## config.mk

```make
export PLATFORM = sky130hd
export DESIGN_NAME = remote_link_motor_command_supervisor_top
export DESIGN_NICKNAME = d
export VERILOG_FILES = /design/src/hdl/rlms_pkg.sv /design/src/hdl/remote_link_motor_command_supervisor_top.sv /design/src/hdl/rlms_table.sv /design/src/hdl/rlms_seq.sv
export VERILOG_INCLUDE_DIRS = /design/src /design/src/hdl
export SDC_FILE = /design/constraint.sdc
export NUM_CORES = 1
export LEC_CHECK = 0
export ABC_AREA = 1
export BUFFER_PORTS_ARGS = -buffer_cell sky130_fd_sc_hd__buf_2
export CORE_ASPECT_RATIO = 1.25
export CORE_MARGIN = 1.5
export CORE_UTILIZATION = 43
export CTS_CLUSTER_DIAMETER = 30
export CTS_CLUSTER_SIZE = 25
export DETAILED_ROUTE_END_ITERATION = 10
export PLACE_DENSITY = 0.69
export SLEW_MARGIN = 20
export SYNTH_ARGS = -nofsm -noshare
export SYNTH_HDL_FRONTEND = slang
export SYNTH_HIERARCHICAL = 1
export SYNTH_SLANG_ARGS = --single-unit
```

## constraint.sdc

```tcl
create_clock -name clock -period 2.91 [get_ports clock]
set_input_delay 0.582 -clock clock [delete_from_list [all_inputs] [get_ports clock]]
set_output_delay 0.582 -clock clock [all_outputs]
set_load 0.01 [all_outputs]
```

## src/hdl/assert_macros.svh

```systemverilog
// Assertion macros shared by the supervisor RTL.
// No dependencies; included by the modules that carry assertions.
`ifndef ASSERT_MACROS_SVH
`define ASSERT_MACROS_SVH
`ifndef SYNTHESIS
// Condition implies consequence in the same cycle.
`define ASSERT_IMPLIES(label, clk, rst, cond, cons) \
   label: assert property (@(posedge clk) disable iff (rst) (cond) |-> (cons)) \
      else $error("assertion failed");
// Condition implies consequence in the next cycle.
`define ASSERT_NEXT(label, clk, rst, cond, cons) \
   label: assert property (@(posedge clk) disable iff (rst) (cond) |=> (cons)) \
      else $error("assertion failed");
`else
`define ASSERT_IMPLIES(label, clk, rst, cond, cons)
`define ASSERT_NEXT(label, clk, rst, cond, cons)
`endif
`endif

```

## src/hdl/rlms_pkg.sv

```systemverilog
// Types, codes and helpers of the remote link motor command supervisor.
// No dependencies; imported by every module of the block.
package rlms_pkg;

   localparam int MAX_REMOTES_DEF = 8;

   localparam logic [15:0] HB_LIMIT_RST   = 16'd100;
   localparam logic [15:0] MOVE_LIMIT_RST = 16'd100;
   localparam logic [15:0] COUNT_MAX      = 16'hFFFF;

   // Command codes.
   typedef enum logic [3:0] {
      OP_TICK        = 4'd0,
      OP_HEARTBEAT   = 4'd1,
      OP_LEFT        = 4'd2,
      OP_RIGHT       = 4'd3,
      OP_TURN_STOP   = 4'd4,
      OP_START       = 4'd5,
      OP_RETREAT     = 4'd6,
      OP_STOP        = 4'd7,
      OP_SPEED       = 4'd8,
      OP_INCH        = 4'd9,
      OP_LINK        = 4'd10,
      OP_CONNECT     = 4'd11,
      OP_CONNECT_ACK = 4'd12
   } op_type;

   // Link status codes.
   localparam logic [1:0] LINK_INIT      = 2'd0;
   localparam logic [1:0] LINK_CONNECTED = 2'd1;
   localparam logic [1:0] LINK_LOST      = 2'd2;

   // Turn direction codes.
   localparam logic [1:0] TURN_NONE  = 2'd0;
   localparam logic [1:0] TURN_LEFT  = 2'd1;
   localparam logic [1:0] TURN_RIGHT = 2'd2;

   // Configuration register indexes.
   localparam logic [1:0] CSR_RUN_ENABLE = 2'd0;
   localparam logic [1:0] CSR_HB_LIMIT   = 2'd1;
   localparam logic [1:0] CSR_MOVE_LIMIT = 2'd2;

   typedef enum logic [2:0] {
      ST_IDLE,
      ST_READ,
      ST_CHECK,
      ST_APPLY,
      ST_FINISH
   } seq_state_type;

   typedef struct packed {
      logic [3:0] op;
      logic [7:0] remote_id;
      logic [7:0] payload_byte;
   } req_type;

   typedef struct packed {
      logic [1:0] link_state;
      logic       drive_on;
      logic [2:0] speed_level;
      logic [1:0] turn_state;
      logic       control_mode;
      logic       ack_valid;
      logic [7:0] ack_id;
   } rsp_type;

   typedef struct packed {
      logic        run_enable;
      logic [15:0] heartbeat_limit;
      logic [15:0] move_limit;
   } cfg_type;

   // One row of the remote table.
   typedef struct packed {
      logic [7:0]  id;
      logic [15:0] age;
   } entry_type;

   // Increment that sticks at the top of the 16-bit range.
   function automatic logic [15:0] sat_inc(input logic [15:0] v);
      return (v == COUNT_MAX) ? v : v + 16'd1;
   endfunction

endpackage

```

## src/hdl/remote_link_motor_command_supervisor_top.sv

```systemverilog
// Top level of the remote link motor command supervisor: register port,
// sequencer and remote table. Depends on rlms_pkg, rlms_table and rlms_seq.
//
// One command or tick is in work at a time. A command taken while run_enable
// is 0 goes straight to the finish state. Otherwise an item walks the table
// rows in a read and a check state per row, then passes apply and finish:
// a search stops at the matching row, a tick ages every connected row (or
// stops at the first one past heartbeat_limit) and walks none unless the link
// is connected. The read state comes from the single read port of the remote
// table memory, whose read data is registered. A finished result sits in an
// output register, so the next command is taken while it waits. The table
// needs no clearing after reset: only rows below the fill count are ever read.
module remote_link_motor_command_supervisor_top
   import rlms_pkg::*;
#(
   parameter int MAX_REMOTES = MAX_REMOTES_DEF
) (
   input  logic        clock,
   input  logic        reset,
   input  logic        req_valid,
   output logic        req_stall,
   input  req_type     req_data,
   output logic        rsp_valid,
   input  logic        rsp_stall,
   output rsp_type     rsp_data,
   input  logic        psel,
   input  logic        penable,
   input  logic        pwrite,
   input  logic [3:0]  paddr,
   input  logic [31:0] pwdata,
   output logic [31:0] prdata,
   output logic        pready
);

   localparam int IDX_W = (MAX_REMOTES > 1) ? $clog2(MAX_REMOTES) : 1;

   logic             run_ff, run_in;
   logic [15:0]      hb_limit_ff, hb_limit_in;
   logic [15:0]      move_limit_ff, move_limit_in;
   logic             csr_write;
   cfg_type          cfg;
   logic             tbl_rd_en;
   logic [IDX_W-1:0] tbl_rd_addr;
   entry_type        tbl_rd_data;
   logic             tbl_wr_en;
   logic [IDX_W-1:0] tbl_wr_addr;
   entry_type        tbl_wr_data;

   assign pready    = 1'b1;
   assign csr_write = psel && penable && pwrite && pready;

   // Configuration registers.
   always_ff @(posedge clock) begin
      if (reset) begin
         run_ff        <= 1'b0;
         hb_limit_ff   <= HB_LIMIT_RST;
         move_limit_ff <= MOVE_LIMIT_RST;
      end else begin
         run_ff        <= run_in;
         hb_limit_ff   <= hb_limit_in;
         move_limit_ff <= move_limit_in;
      end
   end

   // Write decode.
   always_comb begin
      run_in        = run_ff;
      hb_limit_in   = hb_limit_ff;
      move_limit_in = move_limit_ff;
      if (csr_write) begin
         unique case (paddr[3:2])
            CSR_RUN_ENABLE: run_in        = pwdata[0];
            CSR_HB_LIMIT:   hb_limit_in   = pwdata[15:0];
            CSR_MOVE_LIMIT: move_limit_in = pwdata[15:0];
            default: begin
            end
         endcase
      end
   end

   // Read mux.
   always_comb begin
      unique case (paddr[3:2])
         CSR_RUN_ENABLE: prdata = {31'd0, run_ff};
         CSR_HB_LIMIT:   prdata = {16'd0, hb_limit_ff};
         CSR_MOVE_LIMIT: prdata = {16'd0, move_limit_ff};
         default:        prdata = 32'd0;
      endcase
   end

   assign cfg = '{run_enable: run_ff, heartbeat_limit: hb_limit_ff,
                  move_limit: move_limit_ff};

   rlms_seq #(
      .MAX_REMOTES (MAX_REMOTES),
      .IDX_W       (IDX_W)
   ) u_seq (
      .clock       (clock),
      .reset       (reset),
      .cfg         (cfg),
      .req_valid   (req_valid),
      .req_stall   (req_stall),
      .req_data    (req_data),
      .rsp_valid   (rsp_valid),
      .rsp_stall   (rsp_stall),
      .rsp_data    (rsp_data),
      .tbl_rd_en   (tbl_rd_en),
      .tbl_rd_addr (tbl_rd_addr),
      .tbl_rd_data (tbl_rd_data),
      .tbl_wr_en   (tbl_wr_en),
      .tbl_wr_addr (tbl_wr_addr),
      .tbl_wr_data (tbl_wr_data)
   );

   rlms_table #(
      .MAX_REMOTES (MAX_REMOTES),
      .IDX_W       (IDX_W)
   ) u_table (
      .clock   (clock),
      .rd_en   (tbl_rd_en),
      .rd_addr (tbl_rd_addr),
      .rd_data (tbl_rd_data),
      .wr_en   (tbl_wr_en),
      .wr_addr (tbl_wr_addr),
      .wr_data (tbl_wr_data)
   );

endmodule

```

## src/hdl/rlms_table.sv

```systemverilog
// Remote table memory: one write port, one read port, registered read data.
// Depends on rlms_pkg for the row type.
module rlms_table
   import rlms_pkg::*;
#(
   parameter int MAX_REMOTES = MAX_REMOTES_DEF,
   parameter int IDX_W       = (MAX_REMOTES > 1) ? $clog2(MAX_REMOTES) : 1
) (
   input  logic             clock,
   input  logic             rd_en,
   input  logic [IDX_W-1:0] rd_addr,
   output entry_type        rd_data,
   input  logic             wr_en,
   input  logic [IDX_W-1:0] wr_addr,
   input  entry_type        wr_data
);

   entry_type mem [MAX_REMOTES];
   entry_type rd_data_ff;

   // Write port.
   always_ff @(posedge clock) begin
      if (wr_en) begin
         mem[wr_addr] <= wr_data;
      end
   end

   // Read port with registered read data.
   always_ff @(posedge clock) begin
      if (rd_en) begin
         rd_data_ff <= mem[rd_addr];
      end
   end

   assign rd_data = rd_data_ff;

endmodule

```

## src/hdl/rlms_seq.sv

```systemverilog
// Command sequencer: walks the remote table, applies commands and ticks,
// holds the motor and link state and the result register.
// Depends on rlms_pkg and assert_macros.svh.
`include "assert_macros.svh"
module rlms_seq
   import rlms_pkg::*;
#(
   parameter int MAX_REMOTES = MAX_REMOTES_DEF,
   parameter int IDX_W       = (MAX_REMOTES > 1) ? $clog2(MAX_REMOTES) : 1
) (
   input  logic             clock,
   input  logic             reset,
   input  cfg_type          cfg,
   input  logic             req_valid,
   output logic             req_stall,
   input  req_type          req_data,
   output logic             rsp_valid,
   input  logic             rsp_stall,
   output rsp_type          rsp_data,
   output logic             tbl_rd_en,
   output logic [IDX_W-1:0] tbl_rd_addr,
   input  entry_type        tbl_rd_data,
   output logic             tbl_wr_en,
   output logic [IDX_W-1:0] tbl_wr_addr,
   output entry_type        tbl_wr_data
);

   localparam int CNT_W = $clog2(MAX_REMOTES + 1);
   localparam logic [CNT_W-1:0] CNT_FULL = CNT_W'(MAX_REMOTES);

   seq_state_type    state_ff, state_in;
   logic [3:0]       op_ff, op_in;
   logic [7:0]       id_ff, id_in;
   logic [7:0]       pay_ff, pay_in;
   logic [CNT_W-1:0] idx_ff, idx_in;
   logic             found_ff, found_in;
   logic [IDX_W-1:0] slot_ff, slot_in;
   logic [CNT_W-1:0] count_ff, count_in;
   logic [1:0]       link_ff, link_in;
   logic [15:0]      dtimer_ff, dtimer_in;
   logic [15:0]      ttimer_ff, ttimer_in;
   logic             running_ff, running_in;
   logic [2:0]       speed_ff, speed_in;
   logic [1:0]       turn_ff, turn_in;
   logic             mode_ff, mode_in;
   logic             ack_ff, ack_in;
   logic             rsp_valid_ff, rsp_valid_in;
   rsp_type          rsp_ff, rsp_in;
   logic             accept;

   assign req_stall = (state_ff != ST_IDLE);
   assign accept    = req_valid && !req_stall;
   assign rsp_valid = rsp_valid_ff;
   assign rsp_data  = rsp_ff;

   // Control state.
   always_ff @(posedge clock) begin
      if (reset) begin
         state_ff     <= ST_IDLE;
         count_ff     <= '0;
         link_ff      <= LINK_INIT;
         dtimer_ff    <= '0;
         ttimer_ff    <= '0;
         running_ff   <= 1'b0;
         speed_ff     <= '0;
         turn_ff      <= TURN_NONE;
         mode_ff      <= 1'b0;
         ack_ff       <= 1'b0;
         rsp_valid_ff <= 1'b0;
      end else begin
         state_ff     <= state_in;
         count_ff     <= count_in;
         link_ff      <= link_in;
         dtimer_ff    <= dtimer_in;
         ttimer_ff    <= ttimer_in;
         running_ff   <= running_in;
         speed_ff     <= speed_in;
         turn_ff      <= turn_in;
         mode_ff      <= mode_in;
         ack_ff       <= ack_in;
         rsp_valid_ff <= rsp_valid_in;
      end
   end

   // Item and walk registers.
   always_ff @(posedge clock) begin
      op_ff    <= op_in;
      id_ff    <= id_in;
      pay_ff   <= pay_in;
      idx_ff   <= idx_in;
      found_ff <= found_in;
      slot_ff  <= slot_in;
      rsp_ff   <= rsp_in;
   end

   // Next state, table accesses and command effects.
   always_comb begin
      logic [15:0]      new_age;
      logic [CNT_W-1:0] idx_nxt;
      logic             last;
      logic             refresh;
      logic [1:0]       want;

      state_in     = state_ff;
      op_in        = op_ff;
      id_in        = id_ff;
      pay_in       = pay_ff;
      idx_in       = idx_ff;
      found_in     = found_ff;
      slot_in      = slot_ff;
      count_in     = count_ff;
      link_in      = link_ff;
      dtimer_in    = dtimer_ff;
      ttimer_in    = ttimer_ff;
      running_in   = running_ff;
      speed_in     = speed_ff;
      turn_in      = turn_ff;
      mode_in      = mode_ff;
      ack_in       = ack_ff;
      rsp_in       = rsp_ff;
      rsp_valid_in = rsp_valid_ff && rsp_stall;
      tbl_rd_en    = 1'b0;
      tbl_rd_addr  = idx_ff[IDX_W-1:0];
      tbl_wr_en    = 1'b0;
      tbl_wr_addr  = idx_ff[IDX_W-1:0];
      tbl_wr_data  = tbl_rd_data;
      new_age      = sat_inc(tbl_rd_data.age);
      idx_nxt      = idx_ff + CNT_W'(1);
      last         = (idx_nxt == count_ff);
      refresh      = 1'b0;
      want         = (op_ff == OP_LEFT) ? TURN_LEFT : TURN_RIGHT;

      unique case (state_ff)
         ST_IDLE: begin
            if (accept) begin
               op_in    = req_data.op;
               id_in    = req_data.remote_id;
               pay_in   = req_data.payload_byte;
               idx_in   = '0;
               found_in = 1'b0;
               ack_in   = 1'b0;
               if (!cfg.run_enable) begin
                  state_in = ST_FINISH;
               end else if (req_data.op == OP_TICK) begin
                  state_in = (link_ff == LINK_CONNECTED && count_ff != '0) ?
                             ST_READ : ST_APPLY;
               end else begin
                  state_in = (count_ff != '0) ? ST_READ : ST_APPLY;
               end
            end
         end
         ST_READ: begin
            tbl_rd_en = 1'b1;
            state_in  = ST_CHECK;
         end
         ST_CHECK: begin
            if (op_ff == OP_TICK) begin
               // Age this entry; the first one past the limit drops the link.
               tbl_wr_en       = 1'b1;
               tbl_wr_data.age = new_age;
               idx_in          = idx_nxt;
               if (new_age > cfg.heartbeat_limit) begin
                  link_in  = LINK_LOST;
                  state_in = ST_APPLY;
               end else begin
                  state_in = last ? ST_APPLY : ST_READ;
               end
            end else if (tbl_rd_data.id == id_ff) begin
               found_in = 1'b1;
               slot_in  = idx_ff[IDX_W-1:0];
               state_in = ST_APPLY;
            end else begin
               idx_in   = idx_nxt;
               state_in = last ? ST_APPLY : ST_READ;
            end
         end
         ST_APPLY: begin
            case (op_ff) inside
               OP_TICK: begin
                  if (dtimer_in != '0) dtimer_in = sat_inc(dtimer_in);
                  if (ttimer_in != '0) ttimer_in = sat_inc(ttimer_in);
               end
               OP_HEARTBEAT: begin
                  refresh = found_ff;
               end
               OP_LEFT, OP_RIGHT: begin
                  if (found_ff) begin
                     refresh = 1'b1;
                     if (turn_ff == want) begin
                        ttimer_in = 16'd1;
                     end else if (turn_ff == TURN_NONE) begin
                        turn_in   = want;
                        ttimer_in = 16'd1;
                     end
                  end
               end
               OP_TURN_STOP: begin
                  if (found_ff) begin
                     refresh   = 1'b1;
                     turn_in   = TURN_NONE;
                     ttimer_in = '0;
                  end
               end
               OP_START: begin
                  if (found_ff) begin
                     if (!running_ff) begin
                        if (pay_ff <= 8'd7) speed_in = pay_ff[2:0];
                        running_in = 1'b1;
                     end
                     dtimer_in = 16'd1;
                  end
               end
               OP_STOP: begin
                  if (found_ff) begin
                     dtimer_in  = '0;
                     running_in = 1'b0;
                  end
               end
               OP_SPEED: begin
                  if (found_ff && pay_ff <= 8'd7) speed_in = pay_ff[2:0];
               end
               OP_INCH, OP_LINK: begin
                  if (found_ff) begin
                     refresh   = 1'b1;
                     mode_in   = (op_ff == OP_LINK);
                     dtimer_in = '0;
                  end
               end
               OP_CONNECT: begin
                  // A new remote takes the next free row.
                  if (!found_ff && count_ff < CNT_FULL) begin
                     tbl_wr_en   = 1'b1;
                     tbl_wr_addr = count_ff[IDX_W-1:0];
                     tbl_wr_data = '{id: id_ff, age: 16'd1};
                     count_in    = count_ff + CNT_W'(1);
                     ack_in      = 1'b1;
                     link_in     = LINK_CONNECTED;
                  end
               end
               default: begin
               end
            endcase
            if (refresh) begin
               tbl_wr_en   = 1'b1;
               tbl_wr_addr = slot_ff;
               tbl_wr_data = '{id: id_ff, age: 16'd1};
            end
            // Motor watchdogs.
            if (dtimer_in > cfg.move_limit) begin
               running_in = 1'b0;
               dtimer_in  = '0;
            end
            if (ttimer_in > cfg.move_limit) begin
               turn_in   = TURN_NONE;
               ttimer_in = '0;
            end
            state_in = ST_FINISH;
         end
         ST_FINISH: begin
            if (!rsp_valid_ff || !rsp_stall) begin
               rsp_valid_in        = 1'b1;
               rsp_in.link_state   = link_ff;
               rsp_in.drive_on     = running_ff;
               rsp_in.speed_level  = speed_ff;
               rsp_in.turn_state   = turn_ff;
               rsp_in.control_mode = mode_ff;
               rsp_in.ack_valid    = ack_ff;
               rsp_in.ack_id       = ack_ff ? id_ff : 8'd0;
               state_in            = ST_IDLE;
            end
         end
         default: begin
            state_in = ST_IDLE;
         end
      endcase
   end

   `ASSERT_IMPLIES(a_count_bound, clock, reset, 1'b1, count_ff <= CNT_FULL)
   `ASSERT_IMPLIES(a_check_in_range, clock, reset, state_ff == ST_CHECK, idx_ff < count_ff)
   `ASSERT_IMPLIES(a_write_phase, clock, reset, tbl_wr_en, state_ff == ST_CHECK || state_ff == ST_APPLY)
   `ASSERT_NEXT(a_accept_busy, clock, reset, accept, state_ff != ST_IDLE)
   `ASSERT_IMPLIES(a_ack_connected, clock, reset, ack_ff, link_ff == LINK_CONNECTED)

endmodule

```

Word-level counts from Yosys, hierarchy flattened

Memories as Yosys holds them, arrays and structs flattened. A register that Yosys moved wholly into a read port is not among the register bits.
Cells that the tools add are included.

Multiply operators: 0
Eq/ne operators: 52
Muxes and demuxes: 151
$lt $le $gt $ge: 5
Divide/modulo/power cells: 0
Shift-type cells: 0
Reduce and logical (&&, ||, !) cells: 48
Bitwise logic cells: 8
$add $sub $neg: 5

Operators by type and width:

| kind                  | count |
|---|---|
| $mux 16               | 28 |
| $mux 24               | 11 |
| $mux 3                | 26 |
| $mux 2                | 25 |
| $mux 1                | 49 |
| $add 16x1->16 const B | 3 |
| $eq 16x16->1 const B  | 3 |
| $gt 16x16->1          | 3 |
| $pmux 16 s3           | 1 |
| $ne 2x2->1 const B    | 16 |
| $pmux 16 s2           | 1 |
| $reduce_bool 16->1    | 2 |
| $reduce_and 11->1     | 2 |
| $ne 2x1->1 const B    | 10 |
| $eq 4x4->1 const B    | 4 |
| $pmux 3 s5            | 1 |
| $reduce_and 7->1      | 2 |
| $reduce_bool 2->1     | 7 |
| $reduce_and 13->1     | 1 |
| $eq 4x3->1 const B    | 3 |
| $mux 4                | 3 |
| $reduce_and 12->1     | 1 |
| $reduce_and 2->1      | 6 |
| $reduce_and 10->1     | 1 |
| 32 further kinds      | 60 |

Memories kept: 1
Memory bits (writable): 192
Bits of input ports: 63
Flip-flop bits (word level): 129
Bits in read-only memories: 0
Latch bits: 0
Output and inout bits: 53

Memory list:

| memory      | words | width | rd ports | clocked after memory_dff | write ports | line             | text |
|---|---|---|---|---|---|---|---|
| u_table.mem | 8     | 24    | 1        | 1                        | 1           | rlms_table.sv:18 | `entry_type mem [MAX_REMOTES];` |

Depth between registers and ports, before layout

Gate-level depths: netlist (run 1).

Word-level depth: 16
Mapped depth: 26
Gate-level depth less buffers: 26

Cells and area by module

The synthesis (run 1) kept the hierarchy.

Modules (own cells, without submodules):

| module                                   | area each (sq um) | cells each | instances |
|---|---|---|---|
| rlms_table                               | 9146.3            | 872        | 1 |
| rlms_seq                                 | 7693.6            | 1160       | 1 |
| remote_link_motor_command_supervisor_top | 1740.4            | 270        | 1 |

Worst setup path after synthesis (run 1)

No wires, ideal clock.

Path kind: register to register
Start: register u_seq.op_ff[1]
End: memory u_table/mem[1][0] (netlist bit) (enable)
Setup slack: -121 ps
Data arrival time: 2626 ps
Required time: 2505 ps
Stages on the path, launching flop included: 9
Cells stage by stage: edfxtp_1 -> nor2_1 -> nand2_2 -> nor2_1 -> inv_1 -> nand2_2 -> buf_4 -> nand2_1 -> nor2_1

Cells in the longest elaborated chain, start to end: 15
Elaborated cells between the ends (all ways): 47
Those cells by class: 10 x eq/ne; 34 x mux; 3 x reduce/logical

RTL lines:

| item                           | line                                           | text |
|---|---|---|
| from (decl)                    | rlms_seq.sv:32                                 | `logic [3:0] op_ff, op_in;` |
| from (signal assigned)         | rlms_seq.sv:87                                 | `op_ff <= op_in;` |
| $eq 4x4->1 (no line)           | -                                              |  |
| $reduce_or 2->1                | rlms_seq.sv:178                                | `case (op_ff) inside` |
| $mux 1 (8 in series)           | rlms_seq.sv:178                                |  |
| $mux 1                         | rlms_seq.sv:133                                | `unique case (state_ff)` |
| $mux 1                         | rlms_seq.sv:243                                | `if (refresh) begin` |
| $pmux 1 s2 *                   | rlms_seq.sv:133                                |  |
| named net tbl_wr_en            | remote_link_motor_command_supervisor_top.sv:45 | `logic tbl_wr_en;` |
| $mux 1 *                       | rlms_table.sv:23                               | `if (wr_en) begin` |
| $mux 1 (implied by the code) * | rlms_table.sv:24                               | `mem[wr_addr] <= wr_data;` |
| to (decl)                      | rlms_table.sv:18                               |  |

Mark *: on every way through the listed nets, which the timed path passes. The rest lies on a longest branch. The select of a mux whose other input is x is not followed.

Worst setup path after layout (run 1)

Start: register u_seq.op_ff[2]
End: register u_seq.dtimer_ff[15]

Cells in the longest elaborated chain, start to end: 13
Elaborated cells between the ends (all ways): 23
Those cells by class: 1 x order compare; 9 x eq/ne; 10 x mux; 3 x reduce/logical

RTL lines:

| item                  | line            | text |
|---|---|---|
| $eq 4x4->1 (no line)  | -               |  |
| $reduce_or 2->1       | rlms_seq.sv:178 |  |
| $mux 16 (7 in series) | rlms_seq.sv:178 |  |
| $mux 16 *             | rlms_seq.sv:178 |  |
| $mux 16 *             | rlms_seq.sv:133 |  |
| $gt 16x16->1          | rlms_seq.sv:249 | `if (dtimer_in > cfg.move_limit) begin` |
| $mux 16 *             | rlms_seq.sv:249 |  |
| to (signal assigned)  | rlms_seq.sv:74  | `dtimer_ff <= dtimer_in;` |
| to (decl)             | rlms_seq.sv:40  | `logic [15:0] dtimer_ff, dtimer_in;` |

Every way passes the cells marked *; elsewhere a longest branch is shown, timed or not. The select of a mux whose other input is x is not followed.
A chain may end at the register's enable or synchronous reset.

==> metrics.yaml, run 1 <==
ys_types: 43
whs_endpoint: "u_seq/id_ff[1]"
wirelength_um: 48900
path_delay_family: "simple AND/OR/NAND/NOR gates"
syn-cell-area_sq_um: 18600
dp_hpwl_um: 32100
clock_latency_ns: 0.59
grt_pass1_vias: 14900
port_buffers: 80
setup_ws_ns: -0.0904
path_buf_inv: 4
finalPower_mw: 13.4
cts_buffers: 58
antenna_found_initial: 0
grt-ovfl-total: 0
dp_slack_ns: -0.0594
rr_endpoint: "u_seq/dtimer_ff[15]"
skew_ns: 0.0287
drive_above_1_share_pct: 19.9
status: "finished, violations left"
avgSynthCellArea_sq_um: 8.07
syn_to_final_growth_pct: 24.5
firstDrtPassIters: 8
synthMuxAreaShare_pct: 0.108
antenna_left: 0
cp_slowest_cell: "edfxtp_1"
grt_max_degree: 91
diodes: 0
regArea_sq_um: 9550
yosysWarnings: 6
cts_tree: "done"
cts_root_buf: "clkbuf_16"
grt_first_pass_wirelength_um: 74700
cts_max_path_buffers: 3
die_h_um: 235
post-route-min-period_ns: 3.00
holdCritPathClass: "input pin to flip-flop"
fmax_ghz: 0.333
p_leak_nw: 10.5
post-route-period-util_pct: 103
whs_path_depth: 1
viasPerCell: 5.06
rsz0062_at_grt: "true"
max_stage_delay_ns: 0.44
synthSimpleGateAreaFrac_pct: 28.4
ys_ff_latch: 345
relSlewSlack_pct: 33.5
synthXorXnorAreaFrac_pct: 1.18
cp_cell_sequence: "buf_6, nor2_4, buf_6, nand2_4, nand4_4, buf_12, nand3_2, a21oi_2, ha_1, a21oi_2, nor2_1, nor2_1, nand2_1, nand2_1, nand2_2, nand2_4, buf_12, nand2_1, nor2_1, nor2_1, nor2_1"
initial_core_util_pct: 43.9
die-width_um: 189
r2r_slack_ns: -0.09
crit_path_start_kind: "flip-flop"
synthAdderAreaFrac_pct: 3.77
drt_iter0_markers: 1091
routabilityCongestion: 0.890
maxSlewViolCount: 0
io_pins: 116
hp-start: "req_data[9]"
critical_path_cell_count: 21
synth-compound-area-share_pct: 4.09
htree_levels: 2
fin_nets: 2595
fillers: 3651
ctsHoldBuffers: 0
failed_checks: "negative setup slack"
drc: 0
drv_cap: 0
cp.required_ns: 3.42
clk_pin_slew_ns: 0.05
worst_setup_path_end_kind: "flip-flop"
core_region_area_sq_um: 42400
rows: 84
cts_num_sinks: 345
timing.rr.start: "u_seq/op_ff[2]"
timing.final.hold_violations: 0
fp.dieArea_sq_um: 44500
arrival_ns: 3.51
critPathKind: "flip-flop to flip-flop"
grt_usage_pct: 21.0
ir_drop_mv: 0.455
synthCells: 2302
synth_top_family_by_area: "simple AND/OR/NAND/NOR gates"
crit_fanout: 8
yosysSeqAreaShare_pct: 51.3
p_per_area_nw_per_um2: 580
multi_input_comb_area_sq_um: 7760
path_common_cell: "nor2_1"
wl_per_cell_um: 15.9
setup_violations: 33
worstMarginPinSlew_ns: 0.996
reg2regPathDepth: 21
num_vias: 15600
## power by group
part / switching (mW) / leakage, nW / internal (mW)
clock: 2.44 / 1.00 / 4.54
combinational: 0.664 / 6.40 / 0.388
sequential: 0.0552 / 3.06 / 5.33
total: 3.15 / 10.5 / 10.3
## how the worst max path moves through the flow
stage	from	end	slack [ns]
after floorplan	u_seq/op_ff[1]	u_table/mem[3][0]	-0.12
final	u_seq/op_ff[2]	u_seq/dtimer_ff[15]	-0.09
after global routing	u_seq/op_ff[0]	u_seq/dtimer_ff[15]	-0.24
after global placement	u_table/rd_data[0]	u_seq/link_ff[1]	0.008
after detailed placement	u_table/rd_data[0]	u_seq/link_ff[1]	-0.06
after CTS	u_table/rd_data[0]	u_seq/link_ff[1]	-0.005
## state kept, by name (all words and copies together) (netlist names), 4 cells and up
name,cells
u_table/mem,192
u_table/rd_data,24
u_seq/rsp_data,18
hb_limit_ff,16
move_limit_ff,16
u_seq/dtimer_ff,16
u_seq/ttimer_ff,16
u_seq/id_ff,8
u_seq/pay_ff,8
u_seq/count_ff,4
u_seq/idx_ff,4
u_seq/op_ff,4
## stage by stage
step | setup TNS [ns] | instance area, sq um | instances | hold WS, ns | utilization [%]
after global routing | -7.47 | 23100 | 3084 | 0.159 | 54.6
after floorplan | -19.84 | 18600 | 2317 | 0.406 | -
after CTS | -0.00536 | 22100 | 3055 | 0.155 | 52.1
after detailed placement | -0.0694 | 20000 | 2946 | 0.420 | 47.3
final | -1.28 | 23100 | 3084 | 0.175 | 54.6
after global placement | 0 | 20000 | 2946 | 0.416 | 47.3
## cell type report
class,count,area share [%]
clock inverters,45,2.30
multi-input cells,1481,33.5
clock buffers,64,6.46
repair buffers,201,7.05
flip-flops and latches,345,41.3
inverters,389,6.33
well taps,559,3.02
## cell families after synthesis
group | count (synthesis)
DFF | 345
AOI/OAI and AO/OA | 140
xor gates and xnor gates | 25
and+or+nand+nor | 1241
adders and majority gates | 56
buffers and inverters | 491
muxes | 2
other | 2
## what timing repair did
action,4_1_cts,5_1_grt
pin swaps,0,61
gates resized for setup,6,174
endpoints found under the setup margin,7,160
setup buffers,0,23
cloned,0,7
## cells in the mapped netlist, drive strengths merged
library cell  number  share of area, %
a31oi              3              0.10
nor4               2              0.10
nand3b             4              0.16
o2111ai            2             0.094
conb               2             0.040
inv              389               7.9
nand2            730                15
nand4             26              0.94
clkbuf            20              0.40
nor2             191               4.2
nor3b              1             0.040
a21oi             78               2.2
edfxtp           262                42
o21ai             50               1.4
xor2              15              0.71
a21o               3              0.12
o22ai              1             0.034
buf               82               2.9
mux2i              2              0.11
o221ai             1             0.047
ha                56               3.8
and2               2             0.067
nand3            267               7.3
xnor2             10              0.47
dfxtp             83               8.9
nor3              18              0.60
o21bai             2             0.081
## layer usage
metal / routed length (um) / vias up / GRT usage (%)
met2: 25300 / 480 / 38.1
li1: - / 7674 / -
met4: 2690 / 0 / 11.4
met3: 2250 / 155 / 2.80
met5: 0 / - / 0
met1: 18600 / 7289 / 23.6
## cells in the final DEF, fill, tap and decap left out, drive strengths merged, types with 50 or more instances in the layout
cell type	netlist	layout
inv	389	399
nand2	730	730
edfxtp	262	262
nand3	267	267
ha	56	56
o21ai	50	50
nor2	191	191
buf	82	195
clkbuf	20	70
dfxtp	83	83
a21oi	78	78
Power figures use the tool's default switching activity.
==> run 2, diff against run 1 <==
--- a/config.mk
+++ b/config.mk
@@ -9,12 +9,12 @@
 export ABC_AREA = 1
 export BUFFER_PORTS_ARGS = -buffer_cell sky130_fd_sc_hd__buf_2
 export CORE_ASPECT_RATIO = 1.25
-export CORE_MARGIN = 1.5
+export CORE_MARGIN = 2
 export CORE_UTILIZATION = 43
 export CTS_CLUSTER_DIAMETER = 30
 export CTS_CLUSTER_SIZE = 25
 export DETAILED_ROUTE_END_ITERATION = 10
-export PLACE_DENSITY = 0.69
+export PLACE_DENSITY = 0.61
 export SLEW_MARGIN = 20
 export SYNTH_ARGS = -nofsm -noshare
 export SYNTH_HDL_FRONTEND = slang
==> run 2 against run 1 <==
  * The run now ends clean
  * Count of clock-buffer cells in the layout decreased by 1
  * First-iteration DRC count decreased by 8.3%
  * Power decreased by 4.0%
  * Critical path type unchanged
  * Sequential power about the same
  * Worst setup slack improved by 0.094 ns
  * Cell area decreased by 0.69%
  * Highest routed layer unchanged
==> metrics.yaml, run 2 (synthesis gave the netlist of run 1 again) <==
status: "complete, no violations"
fp.dieArea_sq_um: 44900  # +0.96%
drv_cap: 0  # unchanged
intPower_mw: 9.72  # -5.2%
io_pins: 116  # unchanged
maxSlewViolCount: 0  # unchanged
port_buffers: 80  # unchanged
wl_per_cell_um: 15.8  # -0.57%
fillers: 3780  # +3.5%
grt_usage_pct: 21.0  # about the same
holdWs_ns: 0.176  # +0.00122 ns
drt_iter0_markers: 1000  # -8.3%
p_leak_nw: 10.4  # -0.23%
fin_nets: 2617  # +0.85%
final_cell_mix: "nand2_1, inv_1, edfxtp_1, nand3_1, nor2_1"
antenna_left: 0  # unchanged
grt_max_degree: 77  # -15%
power_switching_share_pct: 24.5  # +0.96 points
worst_setup_path_end_kind: "flip-flop"
switchingPower_mw: 3.15  # -0.11%
holdCritPathClass: "input pin to flip-flop"
grt_pass1_vias: 14600  # -2.1%
htree_levels: 2  # unchanged
diodes: 0  # unchanged
die-width_um: 190  # +0.53%
drc: 0  # unchanged
final_common_cell: "nand2_1"
power_frac_seq_pct: 41.8  # +1.6 points
combPwrFrac_pct: 8.1  # +0.3 points
grt-ovfl-total: 0  # unchanged
worstMarginPinSlew_ns: 0.715  # -0.281 ns
final.setup.tns_ns: 0  # +1.28 ns
crit_path_start_kind: "flip-flop"
die_h_um: 236  # +0.42%
clk_pin_slew_ns: 0.06  # about the same
cts_buffers: 55  # -5.2%
viasPerCell: 4.94  # -2.4%
rows: 85  # +1.2%
setup_violations: 0  # -100%
rsz0062_at_grt: "true"
cp.required_ns: 3.40  # -0.02 ns
design_area_sq_um: 23000  # -0.69%
relSlewSlack_pct: 52.3  # +19 points
core_region_area_sq_um: 42900  # +1.2%
timing.final.hold_violations: 0  # unchanged
critPathKind: "flip-flop to flip-flop"
fmax_ghz: 0.344  # +3.2%
dp_hpwl_um: 32400  # +0.91%
post-route-period-util_pct: 99.9  # -3.2 points
cts_root_buf: "clkbuf_16"
antenna_found_initial: 0  # unchanged
cts_max_path_buffers: 3  # unchanged
largest_register_ffs: 192  # unchanged
arrival_ns: 3.40  # -0.11 ns
routabilityCongestion: 0.898  # +0.92%
skew_ns: 0.0227  # -0.00603 ns
wirelength_um: 49000  # +0.23%
cts_tree: "done"
initial_core_util_pct: 43.4  # -0.52 points
crit_fanout: 11  # +3
num_vias: 15300  # -1.6%
clock_latency_ns: 0.58  # about the same
r2r_slack_ns: 0.004  # +0.09 ns
grt_first_pass_wirelength_um: 74700  # about the same
syn_to_final_growth_pct: 23.6
cts_num_sinks: 345  # unchanged
ir_drop_mv: 0.453  # -0.46%
drive_above_1_share_pct: 20.0  # +0.087 points
p_per_area_nw_per_um2: 560  # -3.4%
top_register: "u_table/mem"
firstDrtPassIters: 6  # -2
dpl_cell_area_sq_um: 20200  # +1.0%
clockPowerShare_pct: 50.1  # -1.9 points
finalPower_mw: 12.9  # -4.0%
post-route-min-period_ns: 2.91  # -0.0943 ns
==> run 2: layer usage <==
metal  routed length (um)  up-vias  track usage [%]
met5                    0        -                0
met2                26000      304             39.0
met4                 2160        0             9.80
met1                19100     7235             23.6
met3                 1760      105             2.86
li1                     -     7703                -
==> run 2: layout make-up <==
cell class / instances / area (sq um) / share of cell area (%)
clock inverters: 40 / 423 / 1.84
repair buffers: 225 / 1790 / 7.80
clock buffers: 63 / 1450 / 6.30
inverters: 389 / 1470 / 6.38
well taps: 565 / 707 / 3.08
multi-input cells: 1482 / 7600 / 33.1
flip-flops and latches: 345 / 9540 / 41.5
==> run 2: power by group through the flow <==
| stage | logic [mW] | clock network (mW) | registers [mW] |
|---|---|---|---|
| after floorplan | 0.598 | 0 | 5.48 |
| after global placement | 0.878 | 0 | 5.48 |
| after detailed placement | 0.891 | 0 | 5.48 |
| after CTS | 0.899 | 6.55 | 5.38 |
| after global routing | 1.15 | 6.78 | 5.38 |
| final | 1.04 | 6.45 | 5.38 |
==> run 2: path summary, 6_finish.rpt <==
kind	to	cells past startpoint	start
max reg2reg	u_seq/dtimer_ff[9]	19	u_seq/op_ff[1]
min reg2reg	u_seq/rsp_data[14]	0	u_seq/speed_ff[2]
min	u_seq/id_ff[0]	1	req_data[8]
max	u_seq/dtimer_ff[9]	19	u_seq/op_ff[1]
==> run 2: per-stage QoR <==
stage                     setup WS (ns)  instances  util (%)
after global routing             -0.157       3109      53.6
final                           0.00396       3109      53.6
after detailed placement         -0.106       2976      47.2
after CTS                      -0.00670       3082      51.8
after floorplan                  -0.121       2317         -
after global placement          -0.0358       2976      47.2
==> run 2: worst max-delay path, stage by stage (launching register included) <==
cell	delay, ns
edfxtp_1	0.40
buf_6	0.16
nand2_2	0.10
nor3_2	0.06
buf_4	0.13
nor2_4	0.11
buf_12	0.14
buf_4	0.13
nand3_1	0.08
mux2i_2	0.21
ha_1	0.29
a21o_1	0.17
nor2_1	0.10
nand2_1	0.07
nand2_1	0.06
nand2_2	0.06
nand2_4	0.12
clkbuf_16	0.16
nand3_1	0.09
a21oi_1	0.17
==> run 2: what timing repair did <==
action,in CTS,in global routing
hold buffers,0,0
pin swaps,6,46
gates cloned,0,6
resized for setup,21,119
setup buffers,3,21
setup endpoints to repair,9,78
